$ cat config.mk
export PLATFORM = sky130hd
export DESIGN_NAME = tcw_cmd_queue
export DESIGN_NICKNAME = d
export VERILOG_FILES = /design/src/sv/tcw_pkg.sv /design/src/sv/tcw_cmd_queue.sv
export SDC_FILE = /design/constraint.sdc
export NUM_CORES = 1
export LEC_CHECK = 0
export BUFFER_PORTS_ARGS = -buffer_cell sky130_fd_sc_hd__buf_2
export CAP_MARGIN = 20
export CELL_PAD_IN_SITES_DETAIL_PLACEMENT = 1
export CELL_PAD_IN_SITES_GLOBAL_PLACEMENT = 1
export CORE_MARGIN = 2
export CORE_UTILIZATION = 46
export DETAILED_ROUTE_END_ITERATION = 16
export PLACE_DENSITY_LB_ADDON = 0.12
export RECOVER_POWER = 25
export SYNTH_ARGS = -nofsm -noshare
export SYNTH_HDL_FRONTEND = slang
export SYNTH_SLANG_ARGS = --single-unit
export TNS_END_PERCENT = 50
$ cat constraint.sdc
create_clock -name clk -period 3.1 [get_ports clk]
set_input_delay 0.62 -clock clk [delete_from_list [all_inputs] [get_ports clk]]
set_output_delay 0.62 -clock clk [all_outputs]
set_load 0.03 [all_outputs]
$ cat src/sv/tcw_pkg.sv
// ----------------------------------------------------------------------------
// tcw_pkg
// Shared types and constants of the text console writer.
// ----------------------------------------------------------------------------
package tcw_pkg;

  localparam int COLUMNS_DEF = 80;
  localparam int ROWS_DEF    = 25;

  // action codes on in_tuser
  localparam logic [1:0] ACT_PUT        = 2'd0;
  localparam logic [1:0] ACT_CLEAR      = 2'd1;
  localparam logic [1:0] ACT_SET_CURSOR = 2'd2;
  localparam logic [1:0] ACT_READ       = 2'd3;

  localparam logic [7:0] CH_NEWLINE   = 8'h0A;
  localparam logic [7:0] CH_BACKSPACE = 8'h08;
  localparam logic [7:0] CH_SPACE     = 8'h20;
  localparam logic [7:0] ATTR_RESET   = 8'h0F;

  localparam logic REG_TEXT_ATTR = 1'b0;

  // command fields wide enough for the largest screen geometry
  localparam int CMD_COL_W = 8;
  localparam int CMD_ROW_W = 6;

  typedef enum logic [2:0] {
    CMD_PUT,
    CMD_NEWLINE,
    CMD_BACKSPACE,
    CMD_CLEAR,
    CMD_SET_CURSOR,
    CMD_READ
  } kind_t;

  typedef struct packed {
    kind_t                kind;
    logic [7:0]           ch;
    logic [CMD_COL_W-1:0] col;
    logic [CMD_ROW_W-1:0] row;
  } cmd_t;

  typedef enum logic [2:0] {
    ST_IDLE,
    ST_READ,
    ST_SCROLL,
    ST_FILL,
    ST_CLEAR
  } state_t;

endpackage

$ cat src/sv/tcw_cmd_queue.sv
// ----------------------------------------------------------------------------
// tcw_cmd_queue
// Two-entry command queue between the decode front and the execution back.
// ----------------------------------------------------------------------------
module tcw_cmd_queue (
  input  logic          clk,
  input  logic          rst_n,
  input  logic          push_valid,
  output logic          push_ready,
  input  tcw_pkg::cmd_t push_cmd,
  output logic          pop_valid,
  input  logic          pop,
  output tcw_pkg::cmd_t pop_cmd
);

  tcw_pkg::cmd_t entry_r [2];
  logic          wr_ptr_r, wr_ptr_nxt;
  logic          rd_ptr_r, rd_ptr_nxt;
  logic [1:0]    count_r, count_nxt;
  logic          do_push, do_pop;

  assign push_ready = (count_r != 2'd2);
  assign pop_valid  = (count_r != 2'd0);
  assign pop_cmd    = entry_r[rd_ptr_r];
  assign do_push    = push_valid && push_ready;
  assign do_pop     = pop && pop_valid;

  always_comb begin
    wr_ptr_nxt = do_push ? !wr_ptr_r : wr_ptr_r;
    rd_ptr_nxt = do_pop ? !rd_ptr_r : rd_ptr_r;
    count_nxt  = count_r + 2'(do_push) - 2'(do_pop);
  end

  always_ff @(posedge clk) begin
    if (!rst_n) begin
      wr_ptr_r <= 1'b0;
      rd_ptr_r <= 1'b0;
      count_r  <= 2'd0;
    end else begin
      wr_ptr_r <= wr_ptr_nxt;
      rd_ptr_r <= rd_ptr_nxt;
      count_r  <= count_nxt;
    end
    if (do_push) begin
      entry_r[wr_ptr_r] <= push_cmd;
    end
  end

endmodule

Word level (Yosys, flattened, before mapping)
Memory sizes are Yosys's and may differ from the RTL's. A register that Yosys moved wholly into a read port is not among the register bits.
Index checks and enable logic that the tools add are counted.
{"block": "op_classes", "addsub": 2, "n_eq_ne": 1, "mux": 4, "n_reduce_logical": 5}
{"operator": "$mux W1", "count": 4}
{"operator": "$add A2 B1 Y2", "count": 1}
{"operator": "$logic_and A1 B1 Y1", "count": 2}
{"operator": "$logic_not A1 Y1", "count": 2}
{"operator": "$ne A2 B2 Y1 const B", "count": 1}
{"operator": "$reduce_bool A2 Y1", "count": 1}
{"operator": "$sub A2 B1 Y2", "count": 1}
{"block": "word_totals", "register_bits": 4, "ramBits": 50, "out_inout_bits": 27, "memories": 1}
{"memory": "entry_r", "depth": 2, "width": 25, "rd": 1, "rd_ports_with_merged_regs": 1, "write_ports": 1, "line": "tcw_cmd_queue.sv:16", "rtl": "tcw_pkg::cmd_t entry_r [2];"}

Depth between registers and ports, before layout
Gate-level depths: netlist of the first run.
{"block": "depth", "depth_word": 4, "mapped_depth": 6, "ltp_nobuf": 6}

Least setup slack after synthesis of the first run
OpenSTA, ideal clock, no wires.
{"block": "synth_timing", "path_kind": "flip-flop to flip-flop", "startpoint": "reg count_r[0]", "endpoint": "mem entry_r[1][0] (netlist bit), enable pin", "arrival_ns": 1.487, "t_required_ns": 2.716, "slack_ns": 1.229, "stages_incl_launch_ff": 3, "path_buffers": 0, "period_less_slack_ns": 1.871, "cell_sequence": "dfxtp_1 > nand2b_1 > and3_1"}
{"block": "synth_between", "elab_chain_len": 4}
{"item": "from (decl)", "line": "tcw_cmd_queue.sv:19", "rtl": "logic [1:0] count_r, count_nxt;"}
{"item": "from (signal assigned)", "line": "tcw_cmd_queue.sv:42", "rtl": "count_r <= count_nxt;"}
{"item": "$ne A2 B2 Y1", "line": "tcw_cmd_queue.sv:22", "rtl": "assign push_ready = (count_r != 2'd2);"}
{"item": "net push_ready", "line": "tcw_cmd_queue.sv:9", "rtl": "output logic push_ready,"}
{"item": "$logic_and A1 B1 Y1", "line": "tcw_cmd_queue.sv:25", "rtl": "assign do_push = push_valid && push_ready;"}
{"item": "$mux W1", "line": "tcw_cmd_queue.sv:44", "rtl": "if (do_push) begin"}
{"item": "$mux W1 (not written as such)", "line": "tcw_cmd_queue.sv:45", "rtl": "entry_r[wr_ptr_r] <= push_cmd;"}
{"item": "to (decl)", "line": "tcw_cmd_queue.sv:16"}
The timed path passes the listed nets, and every way through them passes these cells.

==> flow_summary.ini, run 1 <==
[status]
status = complete, no violations

[drt]
postRouteAntennaNets = 0
drt_first_pass_iters = 4
drc_errors = 0
via_count = 1118
wl_per_cell_um = 16.76
finalWirelength_um = 3737
via_per_inst = 5.013
drt_iter0_drc = 64

[clock_network]
cts_tree = done
post_cts_resized = 0
clk_latency_ns = 0.30
clock-sinks = 55
postCtsSetupRepairBufs = 0
clockRootBuffer = clkbuf_8
cts_buffer_depth = 2
cts_buffers = 5
hold_buffers = 0
h-tree-depth = 2
clkSlewWorstSetupHoldPaths_ns = 0.09

[sta]
finalSetupTns_ns = 0
slew-limit-headroom_pct = 59.45
hold_viol = 0
fin_crit_ns = 2.323
worstMarginPinSlew_ns = 0.6083
period_share_pct = 74.94
clock.fmax_mhz = 430.5
fin_hold_ws_ns = 0.4990
setup_viol = 0
rsz0062_at_grt = false
fin_worst_skew_ns = 0.005762
drv_slew = 0

[synthesis]
ys_seq_area_share_pct = 77.25
yosys.area.top_type = edfxtp_1
syn_inst = 108
synth_nets = 138
synthMostInstantiatedCell = edfxtp_1
ys.warnings.count = 0
ys.flop_type = edfxtp_1
avgSynthCellArea_um2 = 19.20
netlist_area_um2 = 2073
yosys-top-cells-count = 50 x edfxtp_1, 25 x mux2_1, 5 x dfxtp_1
async_flop_share_pct = 0
synth-seq-cells = 55
synth_edf_count = 50
yosys-top-cells-area = edfxtp_1 72%, mux2_1 14%, dfxtp_1 4.8%, nor4bb_2 0.78%, buf_4 0.72%
synth.top_cell.area_share_pct = 72.42
synth.distinct_cells = 25

[floorplanning]
die_w_um = 71.14
coreArea_um2 = 4354
die-area_um2 = 5060
pin_count = 56
start_util_pct = 47.61
fp.dieH_um = 71.14
rows = 24

[final_layout]
n_antenna_cell = 0
area_growth_syn_to_layout_pct = 20.16
num-nets-final = 200
layout-drive-gt1-share_pct = 35.67
stdcell_area_um2 = 2491
fin_util_pct = 57.21
layoutNonFillerInstCount = 223
fillerInstances = 426

[global_route]
gr-usage-all-layers_pct = 16.10
grt_max_degree = 26
grt_pass1_wl_um = 6182
antenna_found_initial = 0
grt_overflow = 0
grt_pass1_vias = 1211

[setup_path]
path_buf_inv = 2
path_max_fanout = 18
cp_data_arrival_time_ns = 1.70
path_cells = buf_4 -> mux2_1 -> buf_2
rrSetupSlack_ns = 1.21
worst-path-stages = 3
r2r_start = count_r[0]
slowest_stage = dfxtp_1
crit_family = flip-flops
cp.required_ns = 2.48
startpoint_type = flop
worstSetupPathType = flop to primary output
ff2ff_path_depth = 3
max_stage_delay_ns = 0.52
critPathCaptureType = primary output

[placed_design]
io_buffers = 55
dp.cells = 215
hpwlAfterDp_um = 2705
placed_cell_area_um2 = 2416
gp_congestion = 0.6494

[flow_run]
cap_violations = 0

[power_and_ir_drop]
powerDensity_nw_per_um2 = 728.9
p_leak_nw = 0.9485
vdd_drop_max_uv = 422.4

[min_path]
hold_class = primary input to flop
hp-start = push_cmd[4]
whs_path_depth = 1
## cells in the final DEF (no fill, tap or decap), types with 2 or more instances in the layout
master / synthesis / final
inv_1: 2 / 2
buf_4: 2 / 3
dfxtp_1: 5 / 5
clkbuf_8: 0 / 5
mux2_1: 25 / 25
edfxtp_1: 50 / 50
and3_1: 2 / 2
buf_2: 1 / 50
nor2_1: 4 / 4
clkbuf_1: 0 / 6
## cell families after synthesis
logic type               count (synthesis)  share of synthesized area [%]
buffers and inverters                    5                          1.327
AND/OR/NAND/NOR                         15                          4.708
AO/OA/AOI/OAI                            6                          2.112
adder cells (fa/ha/maj)                  1                         0.6034
multiplexers                            25                          13.58
XOR/XNOR                                 1                         0.4225
flip-flops                              55                          77.25
## cell type report
type                            instances  area, µm²  area share, %
Clock inverter                          2      8.758         0.3516
Timing Repair Buffer                   58      291.5          11.70
Clock buffer                            6      72.57          2.913
Multi-Input combinational cell         48      444.2          17.83
Tap cell                               52      65.06          2.612
Sequential cell                        55       1602          64.29
Inverter                                2      7.507         0.3014
## path summary, 6_finish.rpt
check / endpoint
setup / recovery: pop_cmd[19]
hold / removal: entry_r[1][4]
setup reg to reg: entry_r[1][12]
hold reg to reg: rd_ptr_r
## per-stage QoR
| step | total power, mW | setup WS (ns) |
|---|---|---|
| final | 1.816 | 0.7770 |
| after CTS | 1.838 | 0.7404 |
| after global routing | 1.910 | 0.6732 |
| after detailed placement | 1.473 | 1.068 |
| after global placement | 1.456 | 1.074 |
| after floorplan | 1.321 | 1.229 |
## state kept, by name (all words and copies together), names as in the netlist, named ones only
register  cells
rd_ptr_r      1
wr_ptr_r      1
entry_r      50
count_r       2
## where the power goes
part	internal [mW]	total (mW)	switching, mW
Sequential	0.901	0.941	0.0399
Clock	0.156	0.369	0.213
Combinational	0.173	0.507	0.334
## metal layers
metal | track usage, % | vias to the layer above | routed length (µm)
li1 | - | 537 | -
met1 | 20.62 | 541 | 1611
met2 | 26.58 | 34 | 1874
met3 | 5.413 | 6 | 217
met4 | 4.193 | 0 | 35
met5 | 0 | - | 0
No activity file was read; power rests on OpenSTA's default activity.
==> run 2, diff against run 1 <==
--- a/config.mk
+++ b/config.mk
@@ -10,7 +10,7 @@
 export CELL_PAD_IN_SITES_DETAIL_PLACEMENT = 1
 export CELL_PAD_IN_SITES_GLOBAL_PLACEMENT = 1
 export CORE_MARGIN = 2
-export CORE_UTILIZATION = 46
+export CORE_UTILIZATION = 38
 export DETAILED_ROUTE_END_ITERATION = 16
 export PLACE_DENSITY_LB_ADDON = 0.12
 export RECOVER_POWER = 25
==> constraint.sdc (replaced) <==
create_clock -name clk -period 1.9 [get_ports clk]
set_input_delay 0.38 -clock clk [delete_from_list [all_inputs] [get_ports clk]]
set_output_delay 0.38 -clock clk [all_outputs]
set_load 0.03 [all_outputs]
==> run 2 against run 1 <==
Against the previous run: sequential share of layout area decreased by 1.5 points; largest power group unchanged; global-route usage decreased by 2.6 points; critical endpoint is now pop_cmd[21]; hold slack got worse by 0.24 ns; via count up 1.4%; register-to-register slack worse by 1.1 ns; critical path depth is the same.
==> flow_summary.ini, run 2 (same netlist as run 1, synthesis figures left out) <==
[status]
status = complete, no violations

[final_layout]
fin_util_pct = 49.32
area_growth_syn_to_layout_pct = 23.05
layout_commonest_cell = buf_2
num-nets-final = 203
top_register = entry_r
layout-drive-gt1-share_pct = 39.08
final_cell_mix = 52 x buf_2, 50 x edfxtp_1, 25 x mux2_1
fillerInstances = 524
largest_register_ffs = 50
n_antenna_cell = 0
reg.largest.list = entry_r (50), count_r (2)

[clock_network]
cts_tree = done
clock-sinks = 55
h-tree-depth = 2
hold_buffers = 0
postCtsSetupRepairBufs = 0
clkSlewWorstSetupHoldPaths_ns = 0.10
post_cts_resized = 0
cts_buffer_depth = 2
clockRootBuffer = clkbuf_8
cts_buffers = 5
clk_latency_ns = 0.30

[setup_path]
cp_data_arrival_time_ns = 1.41
ff2ff_path_depth = 6
worstSetupPathType = flop to primary output
cp.required_ns = 1.52
startpoint_type = flop
critPathCaptureType = primary output
path_max_fanout = 15

[global_route]
met1_usage_pct = 14.68
grt_overflow = 0
gr-usage-all-layers_pct = 13.46
grt_max_degree = 19
antenna_found_initial = 0
grt_pass1_wl_um = 6147
grt_pass1_vias = 1258
grt_busiest_layer = met2
use_met2_pct = 24.83
met3_usage_pct = 4.302

[sta]
fin_ws_ns = 0.1117
clock.fmax_mhz = 559.2
rsz0062_at_grt = false
slew-limit-headroom_pct = 76.38
finalSetupTns_ns = 0
worstMarginPinSlew_ns = 0.3511
setup_viol = 0
drv_slew = 0
fin_crit_ns = 1.788
period_share_pct = 94.12
hold_viol = 0
fin_worst_skew_ns = 0.008587

[floorplanning]
rows = 26
fp.dieH_um = 77.87
die-area_um2 = 6063
pin_count = 56
coreArea_um2 = 5172
die_w_um = 77.87
start_util_pct = 40.08

[min_path]
whs_path_depth = 1
hold_class = primary input to flop

[drt]
wl_per_cell_um = 15.41
via_per_inst = 4.648
drc_errors = 0
finalWirelength_um = 3760
via_count = 1134
drt_first_pass_iters = 4
postRouteAntennaNets = 0
drt_iter0_drc = 40

[power_and_ir_drop]
vdd_drop_max_uv = 606.5
p_int_mw = 2.030
p_leak_nw = 0.9713
seq_power_share_pct = 50.3
p_switching_mw = 0.9843
p_sw_share_pct = 32.66
power.total_mw = 3.014
p_comb_share_pct = 28.5
powerDensity_nw_per_um2 = 1181
clock_power_share_pct = 21.2

[placed_design]
dp_slack_ns = 0.1694
gp_congestion = 0.6074
io_buffers = 55
hpwlAfterDp_um = 2736

[flow_run]
cap_violations = 0
-- run 2: changes by cell type in the layout (fill, tap and decap cells not counted) --
cell and delta:
clkinvlp_4 +1, clkbuf_1 -3, buf_2 +2, clkinv_4 +2, clkinv_1 -1, buf_4 +3, clkinv_2 -1
-- run 2: metal layers --
layer,wire [µm],vias to the layer above
met4,16,0
met5,0,-
li1,-,543
met2,2133,29
met3,138,2
met1,1471,560
-- run 2: worst paths after layout --
path | from | end | slack (ns)
max | flop | pop_cmd[21] | 0.11
min | push_cmd[12] | entry_r[0][12] | 0.26
max reg2reg | count_r[1] | count_r[1] | 0.16
min reg2reg | rd_ptr_r | rd_ptr_r | 0.52
-- run 2: cell type report --
class	count	area (µm²)	share of cell area [%]
tap	70	87.58	3.433
inverter	2	7.507	0.2943
multi-input combinational	48	444.2	17.41
clock inverter	3	25.02	0.9809
clock buffer	5	68.82	2.697
sequential	55	1602	62.78
timing repair buffer	61	316.6	12.41
-- run 2: critical path: stages (launching register included) --
cell and delay, ns:
dfxtp_1 0.33, buf_4 0.24, mux2_1 0.35, buf_2 0.18
-- run 2: stage by stage --
step	cell area (µm²)	hold WS (ns)	cells
after global placement	2461	0.4933	236
after global routing	2551	0.2360	244
final	2551	0.2572	244
after CTS	2555	0.2430	244
after floorplan	2073	0.4725	108
after detailed placement	2461	0.4997	236
-- run 2: power by group through the flow --
stage	Clock [mW]	Sequential [mW]	Combinational, mW
after detailed placement	0	1.55	0.875
after floorplan	0	1.53	0.626
after global placement	0	1.53	0.856
after CTS	0.667	1.52	0.879
after global routing	0.721	1.53	0.926
final	0.639	1.52	0.858
