==> config.mk <==
export PLATFORM = sky130hd
export DESIGN_NAME = tcw_front
export DESIGN_NICKNAME = d
export VERILOG_FILES = /design/src/sv/tcw_pkg.sv /design/src/sv/tcw_front.sv
export SDC_FILE = /design/constraint.sdc
export NUM_CORES = 1
export LEC_CHECK = 0
export BUFFER_PORTS_ARGS = -buffer_cell sky130_fd_sc_hd__buf_2
export CAP_MARGIN = 15
export CORE_AREA = 8 8 56 58
export CTS_BUF_LIST = sky130_fd_sc_hd__clkbuf_8
export DETAILED_ROUTE_END_ITERATION = 7
export DIE_AREA = 0 0 64 66
export GPL_TIMING_DRIVEN = 0
export PLACE_DENSITY = 0.82
export RECOVER_POWER = 25
export SYNTH_ARGS = -nofsm -noshare
export SYNTH_HDL_FRONTEND = slang
export SYNTH_SLANG_ARGS = --single-unit
==> constraint.sdc <==
create_clock -name clk -period 1.46 [get_ports clk]
set_input_delay 0.073 -clock clk [delete_from_list [all_inputs] [get_ports clk]]
set_output_delay 0.073 -clock clk [all_outputs]
set_load 0.01 [all_outputs]
==> src/sv/tcw_pkg.sv <==
// ----------------------------------------------------------------------------
// tcw_pkg
// Shared types and constants of the text console writer.
// ----------------------------------------------------------------------------
package tcw_pkg;

  localparam int COLUMNS_DEF = 80;
  localparam int ROWS_DEF    = 25;

  // action codes on in_tuser
  localparam logic [1:0] ACT_PUT        = 2'd0;
  localparam logic [1:0] ACT_CLEAR      = 2'd1;
  localparam logic [1:0] ACT_SET_CURSOR = 2'd2;
  localparam logic [1:0] ACT_READ       = 2'd3;

  localparam logic [7:0] CH_NEWLINE   = 8'h0A;
  localparam logic [7:0] CH_BACKSPACE = 8'h08;
  localparam logic [7:0] CH_SPACE     = 8'h20;
  localparam logic [7:0] ATTR_RESET   = 8'h0F;

  localparam logic REG_TEXT_ATTR = 1'b0;

  // command fields wide enough for the largest screen geometry
  localparam int CMD_COL_W = 8;
  localparam int CMD_ROW_W = 6;

  typedef enum logic [2:0] {
    CMD_PUT,
    CMD_NEWLINE,
    CMD_BACKSPACE,
    CMD_CLEAR,
    CMD_SET_CURSOR,
    CMD_READ
  } kind_t;

  typedef struct packed {
    kind_t                kind;
    logic [7:0]           ch;
    logic [CMD_COL_W-1:0] col;
    logic [CMD_ROW_W-1:0] row;
  } cmd_t;

  typedef enum logic [2:0] {
    ST_IDLE,
    ST_READ,
    ST_SCROLL,
    ST_FILL,
    ST_CLEAR
  } state_t;

endpackage

==> src/sv/tcw_front.sv <==
// ----------------------------------------------------------------------------
// tcw_front
// Accepts input transfers, decodes them into commands and clamps coordinates.
// ----------------------------------------------------------------------------
module tcw_front #(
  parameter int COLUMNS = tcw_pkg::COLUMNS_DEF,
  parameter int ROWS    = tcw_pkg::ROWS_DEF
) (
  input  logic          clk,
  input  logic          rst_n,
  input  logic          in_tvalid,
  output logic          in_tready,
  input  logic [23:0]   in_tdata,   // char_code[7:0], col[14:8], row[19:15], zero pad
  input  logic [1:0]    in_tuser,   // action[1:0]
  output logic          cmd_valid,
  input  logic          cmd_ready,
  output tcw_pkg::cmd_t cmd
);

  logic          hold_v_r, hold_v_nxt;
  tcw_pkg::cmd_t cmd_r, cmd_nxt;
  logic          accept;
  logic [7:0]    in_ch;
  logic [6:0]    in_col;
  logic [4:0]    in_row;
  logic [tcw_pkg::CMD_COL_W-1:0] col_set, col_read;
  logic [tcw_pkg::CMD_ROW_W-1:0] row_sat;

  assign in_ch  = in_tdata[7:0];
  assign in_col = in_tdata[14:8];
  assign in_row = in_tdata[19:15];

  assign in_tready = !hold_v_r || cmd_ready;
  assign accept    = in_tvalid && in_tready;
  assign cmd_valid = hold_v_r;
  assign cmd       = cmd_r;

  always_comb begin
    col_set  = (32'(in_col) > COLUMNS) ? tcw_pkg::CMD_COL_W'(COLUMNS)
                                       : tcw_pkg::CMD_COL_W'(in_col);
    col_read = (32'(in_col) > COLUMNS - 1) ? tcw_pkg::CMD_COL_W'(COLUMNS - 1)
                                           : tcw_pkg::CMD_COL_W'(in_col);
    row_sat  = (32'(in_row) > ROWS - 1) ? tcw_pkg::CMD_ROW_W'(ROWS - 1)
                                        : tcw_pkg::CMD_ROW_W'(in_row);
  end

  always_comb begin
    hold_v_nxt = hold_v_r;
    cmd_nxt    = cmd_r;
    if (accept) begin
      hold_v_nxt  = 1'b1;
      cmd_nxt.ch  = in_ch;
      cmd_nxt.row = row_sat;
      cmd_nxt.col = col_set;
      case (in_tuser)
        tcw_pkg::ACT_PUT: begin
          if (in_ch == tcw_pkg::CH_NEWLINE) begin
            cmd_nxt.kind = tcw_pkg::CMD_NEWLINE;
          end else if (in_ch == tcw_pkg::CH_BACKSPACE) begin
            cmd_nxt.kind = tcw_pkg::CMD_BACKSPACE;
          end else begin
            cmd_nxt.kind = tcw_pkg::CMD_PUT;
          end
        end
        tcw_pkg::ACT_CLEAR:      cmd_nxt.kind = tcw_pkg::CMD_CLEAR;
        tcw_pkg::ACT_SET_CURSOR: cmd_nxt.kind = tcw_pkg::CMD_SET_CURSOR;
        tcw_pkg::ACT_READ: begin
          cmd_nxt.kind = tcw_pkg::CMD_READ;
          cmd_nxt.col  = col_read;
        end
        default: cmd_nxt.kind = tcw_pkg::CMD_PUT;
      endcase
    end else if (cmd_ready) begin
      hold_v_nxt = 1'b0;
    end
  end

  always_ff @(posedge clk) begin
    if (!rst_n) begin
      hold_v_r <= 1'b0;
    end else begin
      hold_v_r <= hold_v_nxt;
    end
    cmd_r <= cmd_nxt;
  end

endmodule

== Word-level counts from Yosys, hierarchy flattened ==
Cells that the tools add are included.
Storage, ports and cells
  register bits: 26
Operators by class
  multiplexer cells: 8
  equality and inequality tests: 5
  reductions and logical operators: 5
  order comparisons: 3
Operator list (number)
  $mux 7: 3
  $eq 8x4->1 const B: 2
  $gt 7x7->1 const B: 2
  $pmux 3 s4: 1
  $gt 5x5->1 const B: 1
  $eq 2x2->1 const B: 2
  $mux 2: 2
  $eq 2x1->1 const B: 1
  $logic_not 2->1: 1
  $mux 1: 2
  $reduce_bool 2->1: 1
  $logic_and 1x1->1: 1
  $logic_not 1->1: 1
  $logic_or 1x1->1: 1

== Logic depth before layout (Yosys ltp) ==
Gate-level depths: netlist (run 1).
  word-level depth: 4
  depth in mapped cells: 2

== Least setup slack after synthesis (run 1) ==
No wires, ideal clock.
  kind: reg-to-reg
  start point: register hold_v_r (netlist: cmd_valid)
  end point: register cmd_r, in the netlist cmd[0] (enable)
  data required time: 1.078 ns
  cell stages (with the launch flop): 3
  arrival time: 1.099 ns
  path buffers: 0
  period minus slack after synthesis: 1.481 ns
  setup time: 0.382 ns
  slack: -0.021 ns
  cell sequence: dfxtp_1 > nand2b_1 > and2_1
On the way
  word-level cells in the longest chain between the ends: 3
Ends and longest elaborated chain
  from (decl): line tcw_front.sv:20  | logic hold_v_r, hold_v_nxt;
  from (signal assigned): line tcw_front.sv:82  | hold_v_r <= hold_v_nxt;
  $logic_not 1->1: line tcw_front.sv:33  | assign in_tready = !hold_v_r || cmd_ready;
  $logic_or 1x1->1: line tcw_front.sv:33
  via in_tready: line tcw_front.sv:12  | output logic in_tready,
  $logic_and 1x1->1: line tcw_front.sv:34  | assign accept = in_tvalid && in_tready;
  via accept: line tcw_front.sv:22  | logic accept;
  to (signal assigned): line tcw_front.sv:84  | cmd_r <= cmd_nxt;
  to (decl): line tcw_front.sv:21  | tcw_pkg::cmd_t cmd_r, cmd_nxt;
The timed path passes the listed nets, and every way through them passes these cells.
A chain may end at the register's enable or synchronous reset.

== Worst setup path after layout (run 1) ==
  start point: input port in_tdata[0]
  end point: register cmd_r, in the netlist cmd[22] (data pin)
On the way
  word-level cells in the longest chain between the ends: 3
Ends and longest elaborated chain
  from (decl): line tcw_front.sv:13  | input logic [23:0] in_tdata,
  $eq 8x4->1: line tcw_front.sv:57  | if (in_ch == tcw_pkg::CH_NEWLINE) begin
  $mux 2: line tcw_front.sv:57
  $pmux 3 s4: line tcw_front.sv:55  | case (in_tuser)
Every way passes these cells.

==> results.yml, run 1 <==
routing:
  drc: 0
  dr_total_vias: 628
  antenna_left: 0
  wl_met2_microns: 885
  dr.pass1.iters: 3
  drt-vias-per-instance: 4.30
  wl_met1_microns: 652
  finalWirelength_microns: 1860
  wl_met3_microns: 309
  dr.first_iter.drc_count: 15
  avgRoutedWirePerCell_microns: 12.8
  highest_layer: "met4"
min_path:
  holdCritPathClass: "primary input to flip-flop"
  min_path_cells: 1
clock_network:
  cts_buffer_depth: 2
  cts_resized: 0
  cts_buffers: 3
  tritoncts: "done"
  root_buffer: "clkbuf_8"
  cts_sinks: 24
  insertion_delay_ps: 250
  clk_pin_slew_ps: 70
  htreeDepth: 1
critical_path:
  cp.arrival_ps: 1460
  cp_slowest_cell: "dlygate4sd3_1"
  cp_data_required_time_ps: 1520
  path_max_fanout: 2
  crit_chain: "dlygate4sd3_1 > buf_2 > or3b_2 > o41ai_2"
  rr_worst_depth: 2
  critical_path_depth: 4
  crit_buf_inv: 2
  end_kind: "flip-flop"
  critPathMaxStageDelay_ps: 530
  start_kind: "primary input"
  worstSetupPathType: "primary input to flip-flop"
  path_delay_family: "buffers and inverters"
synthesis:
  ys_types: 21
  yosys_warnings: 0
  netlist_area_sq_um: 926
  synth_cells: 59
  synth_seq_area_share: 0.768
  syn_area_per_cell_sq_um: 15.7
  ys_seq_elements: 24
sta:
  grt_setup_unrepaired: "no"
  slew_violations: 0
  finalHoldViolations: 0
  fin_crit_sh: 0.959
  period_minus_slack_ps: 1400
  fin_skew_ps: 0.773
  max_freq_ghz: 0.714
  fin_setup_tns_ps: 0
  final-setup-viol-count: 0
global_route:
  grt_pass1_wl_microns: 3130
  grt_max_degree: 24
  track_usage: 0.0923
  grt_overflow: 0
  grt_pass1_vias: 707
  antenna_found_initial: 0
finish:
  ff_latch_area_sq_um: 711
  final_cell_mix: "41 x buf_2, 23 x edfxtp_1, 12 x clkbuf_1"
  multi_input_area_sq_um: 164
  nets: 147
  final_common_cell: "buf_2"
  n_fill_cell: 198
  drive_above_1_share: 0.448
  syn_to_final_growth_pct: 37.4
  insertedDiodeCount: 0
  fin_cells: 146
power:
  power_density_mw_per_mm2: 1060
  vdd_drop_max_uv: 502
  leakage_nw: 0.540
floorplanning:
  dieArea_sq_mm: 0.00422
  io_pins: 57
  dieWidth_microns: 64
  core_sq_mm: 0.00232
  chipHeight_microns: 66
  initial_core_util: 0.399
  num_rows: 18
run:
  max_cap_violations: 0
outcome:
  status: "finished, final reports clean"
placed_design:
  gp_congestion: 0.764
  port-buffer-count: 50
  place_hpwl_microns: 1620
  dpl.cell_count: 140
==> flip-flops by register name, indices dropped and copies added (netlist names) <==
register / cells
cmd_valid: 1
cmd: 23
==> cell usage after synthesis (all sizes together) <==
cell	number	share of area
o21a	1	0.0081
or2	1	0.0068
nand2b	1	0.0068
and2	4	0.027
clkbuf	4	0.016
conb	1	0.0041
o41ai	1	0.018
a21oi	1	0.0054
nor2b	1	0.0068
a21boi	1	0.0081
o32ai	1	0.018
inv	7	0.028
dfxtp	1	0.022
edfxtp	23	0.75
or3b	1	0.0095
buf	2	0.016
a31oi	1	0.0068
nand2	1	0.0041
o21ai	4	0.022
o2111ai	1	0.0095
or4	1	0.012
==> where the power goes <==
group | leakage, nW | switching (mW) | internal (mW) | total (mW)
registers | 0.233 | 0.00867 | 0.807 | 0.815
clock network | 0.0231 | 0.176 | 0.187 | 0.363
logic | 0.284 | 0.0918 | 0.0746 | 0.166
==> metal layers <==
layer / GRT usage / vias up
li1: - / 319
met1: 0.0807 / 269
met2: 0.159 / 38
met3: 0.0695 / 2
met4: 0.0334 / 0
met5: 0 / -
==> final timing paths <==
path | to | slack (ps) | startpoint
worst max-delay path | cmd[22] | 60 | in_tdata[0]
worst min-delay path | cmd[18] | 10 | in_tdata[4]
worst max register to register | cmd[1] | 210 | cmd_valid
worst min register to register | cmd_valid | 540 | cmd_valid
==> layout make-up <==
class | count | area share
sequential | 24 | 0.559
timing repair buffer | 52 | 0.204
multi-input combinational | 23 | 0.129
clock buffer | 3 | 0.0324
tap | 30 | 0.0295
buffer | 6 | 0.0236
inverter | 7 | 0.0206
clock inverter | 1 | 0.00295
==> cell families (layout without fill, tap and decap cells) <==
kind of cell	count (synthesis)	count (layout)	share of synthesized area
simple gates	10	10	0.0730
compound gates	11	11	0.0946
flops	24	24	0.768
other cells	1	2	0.00405
buf+inv	13	69	0.0608
==> per-stage QoR <==
step           setup WS [ps]  instance area (sq um)  hold slack (ps)   util  power (mW)
2_1_floorplan            222                    931              172      -       0.908
3_3_place_gp             248                   1220              263  0.525       0.995
3_5_place_dp             214                   1220              267  0.525        1.00
4_1_cts                  111                   1270             1.70  0.549        1.37
5_1_grt                 6.43                   1270             3.26  0.549        1.41
6_report                59.7                   1270             14.0  0.549        1.34
==> what timing repair did <==
item / in CTS / in global routing
hold buffers: 1 / 1
endpoints found under the hold margin: 1 / 1
buffers inserted: 0 / 0
Note: power is estimated with default switching activity, not from simulation.
==> inputs of run 2 (changes only) <==
- ABC_AREA: not set -> 1
- CORE_AREA: 8 8 56 58 -> 8 8 57 59
- DIE_AREA: 0 0 64 66 -> 0 0 65 67
- PLACE_DENSITY: 0.82 -> 0.83
- SKIP_LAST_GASP: not set -> 1
==> run 2 against run 1 <==
Effect of this change:
- setup slack improved by 94 ps
- hold slack lost 5.3 ps
- via count rose by 24%
- maximum frequency increased by 7.2%
- power increased by 2.3%
- register-to-register slack got worse by 60 ps
- cell area increased by 5.1%
- sequential power hardly changed
- utilization increased by 1.7 points
- die area is 3.1% higher
- largest power group unchanged
==> results.yml, run 2 <==
floorplanning:
  io_pins: 57
  num_rows: 18
  chipHeight_microns: 67
  core_sq_mm: 0.00236
  dieWidth_microns: 65
  dieArea_sq_mm: 0.00436
  initial_core_util: 0.424
critical_path:
  end_kind: "flip-flop"
  path_max_fanout: 23
  worstSetupStartpoint: "cmd_valid"
  cp_data_required_time_ps: 1350
  crit_buf_inv: 0
  critPathMaxStageDelay_ps: 590
  crit_chain: "a21oi_4"
  cp.arrival_ps: 1200
  cp_slowest_cell: "a21oi_4"
  timing.rr.end: "cmd[4]"
  r2r_start: "cmd_valid"
  critical_path_depth: 1
  rrSetupSlack_ps: 150
  path_delay_family: "compound AO/OA/AOI/OAI gates"
  rr_worst_depth: 1
  crit_end: "cmd[4]"
  start_kind: "flip-flop"
  worstSetupPathType: "flip-flop to flip-flop"
outcome:
  status: "finished, final reports clean"
placed_design:
  place_hpwl_microns: 1800
  gp_congestion: 0.777
  dpl.cell_count: 170
  place_ws_ps: -145
  port-buffer-count: 50
min_path:
  holdCritPathClass: "primary input to flip-flop"
  holdCritStartpoint: "in_tdata[2]"
routing:
  dr.first_iter.drc_count: 27
  dr.pass1.iters: 4
  antenna_left: 0
  drt-vias-per-instance: 4.49
  avgRoutedWirePerCell_microns: 12.3
  finalWirelength_microns: 2130
  dr_total_vias: 781
  drc: 0
synthesis:
  synth_top_family_by_area: "simple AND/OR/NAND/NOR gates"
  synth-simple-area-share: 0.147
  synth_seq_area_share: 0.708
  synth_cells: 89
  netlist_area_sq_mm: 0.00100
  synthFlopType: "edfxtp_1"
  yosys_warnings: 0
  synth_edf_count: 23
  synth_most_common_cell: "edfxtp_1"
  async_flop_share: 0
  synth_fa_ha_area_frac: 0
  syn_area_per_cell_sq_um: 11.3
  synth_compound_area_frac: 0.0474
  yosys-top-cells-area: "edfxtp_1 69%, inv_1 6.0%, nand2_1 6.0%"
  synth_common_cells: "23 x edfxtp_1, 16 x inv_1, 16 x nand2_1"
  synth_xor_area_frac: 0
  synthMuxAreaShare: 0
  synth_top_cell_area_share: 0.688
  ys_seq_elements: 24
  ys_types: 21
  post-synth-top-area-cell: "edfxtp_1"
sta:
  fin_crit_sh: 0.894
  finalWorstSetupSlack_ps: 154
  fin_skew_ps: 0.787
  grt_setup_unrepaired: "no"
  period_minus_slack_ps: 1310
  max_freq_ghz: 0.766
  slew_violations: 0
  worst_pin_slew_ps: 693
  max-slew-margin-rel: 0.537
  final-setup-viol-count: 0
  fin_setup_tns_ps: 0
  finalHoldViolations: 0
power:
  power_density_mw_per_mm2: 1030
  leakage_nw: 0.622
  vdd_drop_max_uv: 407
  power.total_mw: 1.38
clock_network:
  clk_pin_slew_ps: 70
  cts_buffers: 3
  htreeDepth: 1
  cts_sinks: 24
  insertion_delay_ps: 260
  cts_buffer_depth: 2
  tritoncts: "done"
  root_buffer: "clkbuf_8"
global_route:
  antenna_found_initial: 0
  track_usage: 0.0983
  grt_overflow: 0
  grt_pass1_vias: 803
  grt_max_degree: 24
  grt_pass1_wl_microns: 3410
finish:
  ff_latch_area_sq_um: 711
  largest_reg_flops: 23
  n_fill_cell: 206
  final_cell_mix: "39 x buf_2, 23 x edfxtp_1, 17 x inv_1"
  fin_cells: 174
  multi_input_area_sq_um: 214
  drive_above_1_share: 0.333
  nets: 175
  syn_to_final_growth_pct: 33.3
  insertedDiodeCount: 0
  final_common_cell: "buf_2"
run:
  max_cap_violations: 0
## run 2: changes by cell type in the layout (fill, tap and decap cells not counted), sizes merged, moves of 3 or more
cell,before,now
and2,4,0
buf,44,41
clkbuf,15,18
inv,7,17
nand2,1,17
nor2,0,10
## run 2: repair_timing
item / in CTS / in global routing
gates resized for setup: 1 / 0
buffers inserted: 0 / 0
hold buffers: 0 / 0
setup endpoints to repair: 23 / 0
## run 2: logic make-up (layout without fill, tap and decap cells)
family	after synthesis	count (layout)
DFF	24	24
other	1	2
buffers and inverters	23	77
and+or+nand+nor	33	33
AOI/OAI and AO/OA	8	8
## run 2: per-stage QoR
stage,utilization,cell area [sq um],hold slack (ps)
after CTS,0.571,1350,2.41
after global routing,0.566,1340,1.98
after global placement,0.549,1300,266
final,0.566,1340,8.69
after floorplan,-,1010,172
after detailed placement,0.549,1300,272
## run 2: power breakdown
part | switching (mW) | internal [mW] | leakage (nW)
logic | 0.112 | 0.0751 | 0.366
registers | 0.0105 | 0.807 | 0.232
clock network | 0.185 | 0.187 | 0.0231
## run 2: layout make-up
class / instances / share of cell area
Sequential cell: 24 / 0.531
Timing Repair Buffer: 50 / 0.177
Multi-Input combinational cell: 43 / 0.160
Inverter: 17 / 0.0477
Clock buffer: 3 / 0.0309
Tap cell: 30 / 0.0281
Buffer: 6 / 0.0225
Clock inverter: 1 / 0.00281
## run 2: metal layers
metal	global-route usage	vias to the layer above	wire, microns
met1	0.0939	344	802
met5	0	-	0
met3	0.0470	4	280
met4	0.0518	0	15
met2	0.173	42	1040
li1	-	391	-
## run 2: how the worst min path moves through the flow
stage              end  slack [ps]  depth (start not counted)
4_1_cts        cmd[21]           2                          1
3_3_place_gp   cmd[18]         270                          1
2_1_floorplan  cmd[14]         170                          0
5_1_grt        cmd[16]           2                          1
6_report       cmd[16]           9                          1
3_5_place_dp   cmd[21]         270                          1
==> inputs of run 3 (changes only) <==
--- a/config.mk
+++ b/config.mk
@@ -8,3 +8,3 @@
 export ABC_AREA = 1
-export BUFFER_PORTS_ARGS = -buffer_cell sky130_fd_sc_hd__buf_2
+export BUFFER_PORTS_ARGS = -buffer_cell sky130_fd_sc_hd__clkbuf_2
 export CAP_MARGIN = 15
==> constraint.sdc (replaced) <==
create_clock -name clk -period 1.46 [get_ports clk]
set_input_delay 0.146 -clock clk [delete_from_list [all_inputs] [get_ports clk]]
set_output_delay 0.146 -clock clk [all_outputs]
set_load 0.01 [all_outputs]
==> run 3 against run 2 <==
Effect of this change:
- via count down 0.13%
- cell area is 0.75% higher
- register-to-register slack about the same
- sequential cell count stayed put
- power rose by 4.5%
- setup slack better by 1.7 ps
- clock skew is essentially flat
- first-iteration DRC count is 19% lower
- final cell count is the same
- wire length is 5.0% higher
- critical path depth is the same
- count of clock-buffer cells in the layout increased by 1
- critical path type unchanged
- largest cell class unchanged
- largest power group unchanged
==> results.yml, run 3 (same netlist as run 2, synthesis figures left out) <==
outcome:
  status: "finished, final reports clean"
critical_path:
  rr_worst_depth: 1
  critPathMaxStageDelay_ps: 580
  crit_chain: "a21oi_4"
  cp_data_required_time_ps: 1360
  end_kind: "flip-flop"
  path_max_fanout: 23
  r2r_start: "cmd_valid"
  crit_buf_inv: 0
  worstSetupPathType: "flip-flop to flip-flop"
  path_delay_family: "compound AO/OA/AOI/OAI gates"
  rrSetupSlack_ps: 160
  cp_slowest_cell: "a21oi_4"
  timing.rr.end: "cmd[17]"
  start_kind: "flip-flop"
  cp.arrival_ps: 1210
finish:
  n_fill_cell: 200
  nets: 175
  drive_above_1_share: 0.340
  insertedDiodeCount: 0
  multi_input_area_sq_um: 214
  final_cell_mix: "39 x clkbuf_2, 23 x edfxtp_1, 17 x inv_1"
  ff_latch_area_sq_um: 711
  fin_area_sq_mm: 0.00135
  syn_to_final_growth_pct: 34.3
  largest_reg_flops: 23
  final_common_cell: "clkbuf_2"
min_path:
  holdPathEnd: "cmd[20]"
  holdCritStartpoint: "in_tdata[6]"
  min_path_cells: 1
  holdCritPathClass: "primary input to flip-flop"
placed_design:
  place_hpwl_microns: 1840
  port-buffer-count: 50
  place_area_sq_mm: 0.00130
  gp_congestion: 0.785
floorplanning:
  dieWidth_microns: 65
  core_sq_mm: 0.00236
  io_pins: 57
  num_rows: 18
  initial_core_util: 0.424
  dieArea_sq_mm: 0.00436
  chipHeight_microns: 67
sta:
  final-setup-viol-count: 0
  max-slew-margin-rel: 0.545
  period_minus_slack_ps: 1300
  finalHoldViolations: 0
  max_freq_ghz: 0.767
  grt_setup_unrepaired: "no"
  fin_skew_ps: 0.534
  worst_pin_slew_ps: 681
  slew_violations: 0
  fin_crit_sh: 0.893
global_route:
  grt_max_degree: 24
  antenna_found_initial: 0
  grt_pass1_vias: 787
  grt_overflow: 0
  track_usage: 0.110
  grt_pass1_wl_microns: 3590
clock_network:
  insertion_delay_ps: 260
  ctsHoldBuffers: 0
  htreeDepth: 1
  tritoncts: "done"
  cts_setup_buffers: 0
  cts_buffers: 3
  cts_sinks: 24
  root_buffer: "clkbuf_8"
  clk_pin_slew_ps: 70
  cts_buffer_depth: 2
routing:
  dr_total_vias: 780
  drc: 0
  dr.first_iter.drc_count: 22
  antenna_left: 0
  dr.pass1.iters: 4
  drt-vias-per-instance: 4.48
  avgRoutedWirePerCell_microns: 12.9
  finalWirelength_microns: 2240
power:
  power_density_mw_per_mm2: 1070
  leakage_nw: 0.635
  power.total_mw: 1.44
  vdd_drop_max_uv: 546
run:
  max_cap_violations: 0
-- run 3: worst max path at each step --
stage,from,end,slack [ps],cells after the start
finish,cmd_valid,cmd[17],160,1
global route,cmd_valid,cmd[18],60,1
CTS,cmd_valid,cmd[14],140,1
detailed placement,cmd_valid,cmd[22],-160,1
global placement,cmd_valid,cmd[24],-110,1
floorplan,cmd_valid,cmd[0],30,1
-- run 3: area by class of cell --
class,count,area share
Inverter,17,0.0474
Tap cell,30,0.0279
Multi-Input combinational cell,43,0.159
Sequential cell,24,0.527
Timing Repair Buffer,50,0.175
Clock buffer,4,0.0409
Buffer,6,0.0223
-- run 3: timing repair --
item                       in CTS  in global routing
hold endpoints to repair        0                  0
setup endpoints to repair      23                  0
gates resized for setup         1                  0
-- run 3: layer usage --
layer	vias to the layer above	GRT usage	part of all wire
li1	391	-	-
met1	337	0.105	0.35
met2	46	0.185	0.49
met3	6	0.0436	0.14
met4	0	0.0899	0.024
met5	-	0	0
-- run 3: power breakdown --
group          switching [mW]  internal, mW
Combinational           0.112        0.0744
Sequential             0.0130         0.808
Clock                   0.191         0.240
Total                   0.316          1.12
-- run 3: per-stage QoR --
step	setup slack [ps]	hold WS, ps	TNS [ps]	utilization	instances
2_1_floorplan	25.9	245	0	-	90
3_3_place_gp	-106	341	-2430	0.549	170
3_5_place_dp	-156	340	-3560	0.549	170
4_1_cts	140	65.2	0	0.576	174
5_1_grt	58.1	66.1	0	0.570	174
6_report	156	73.6	0	0.570	174
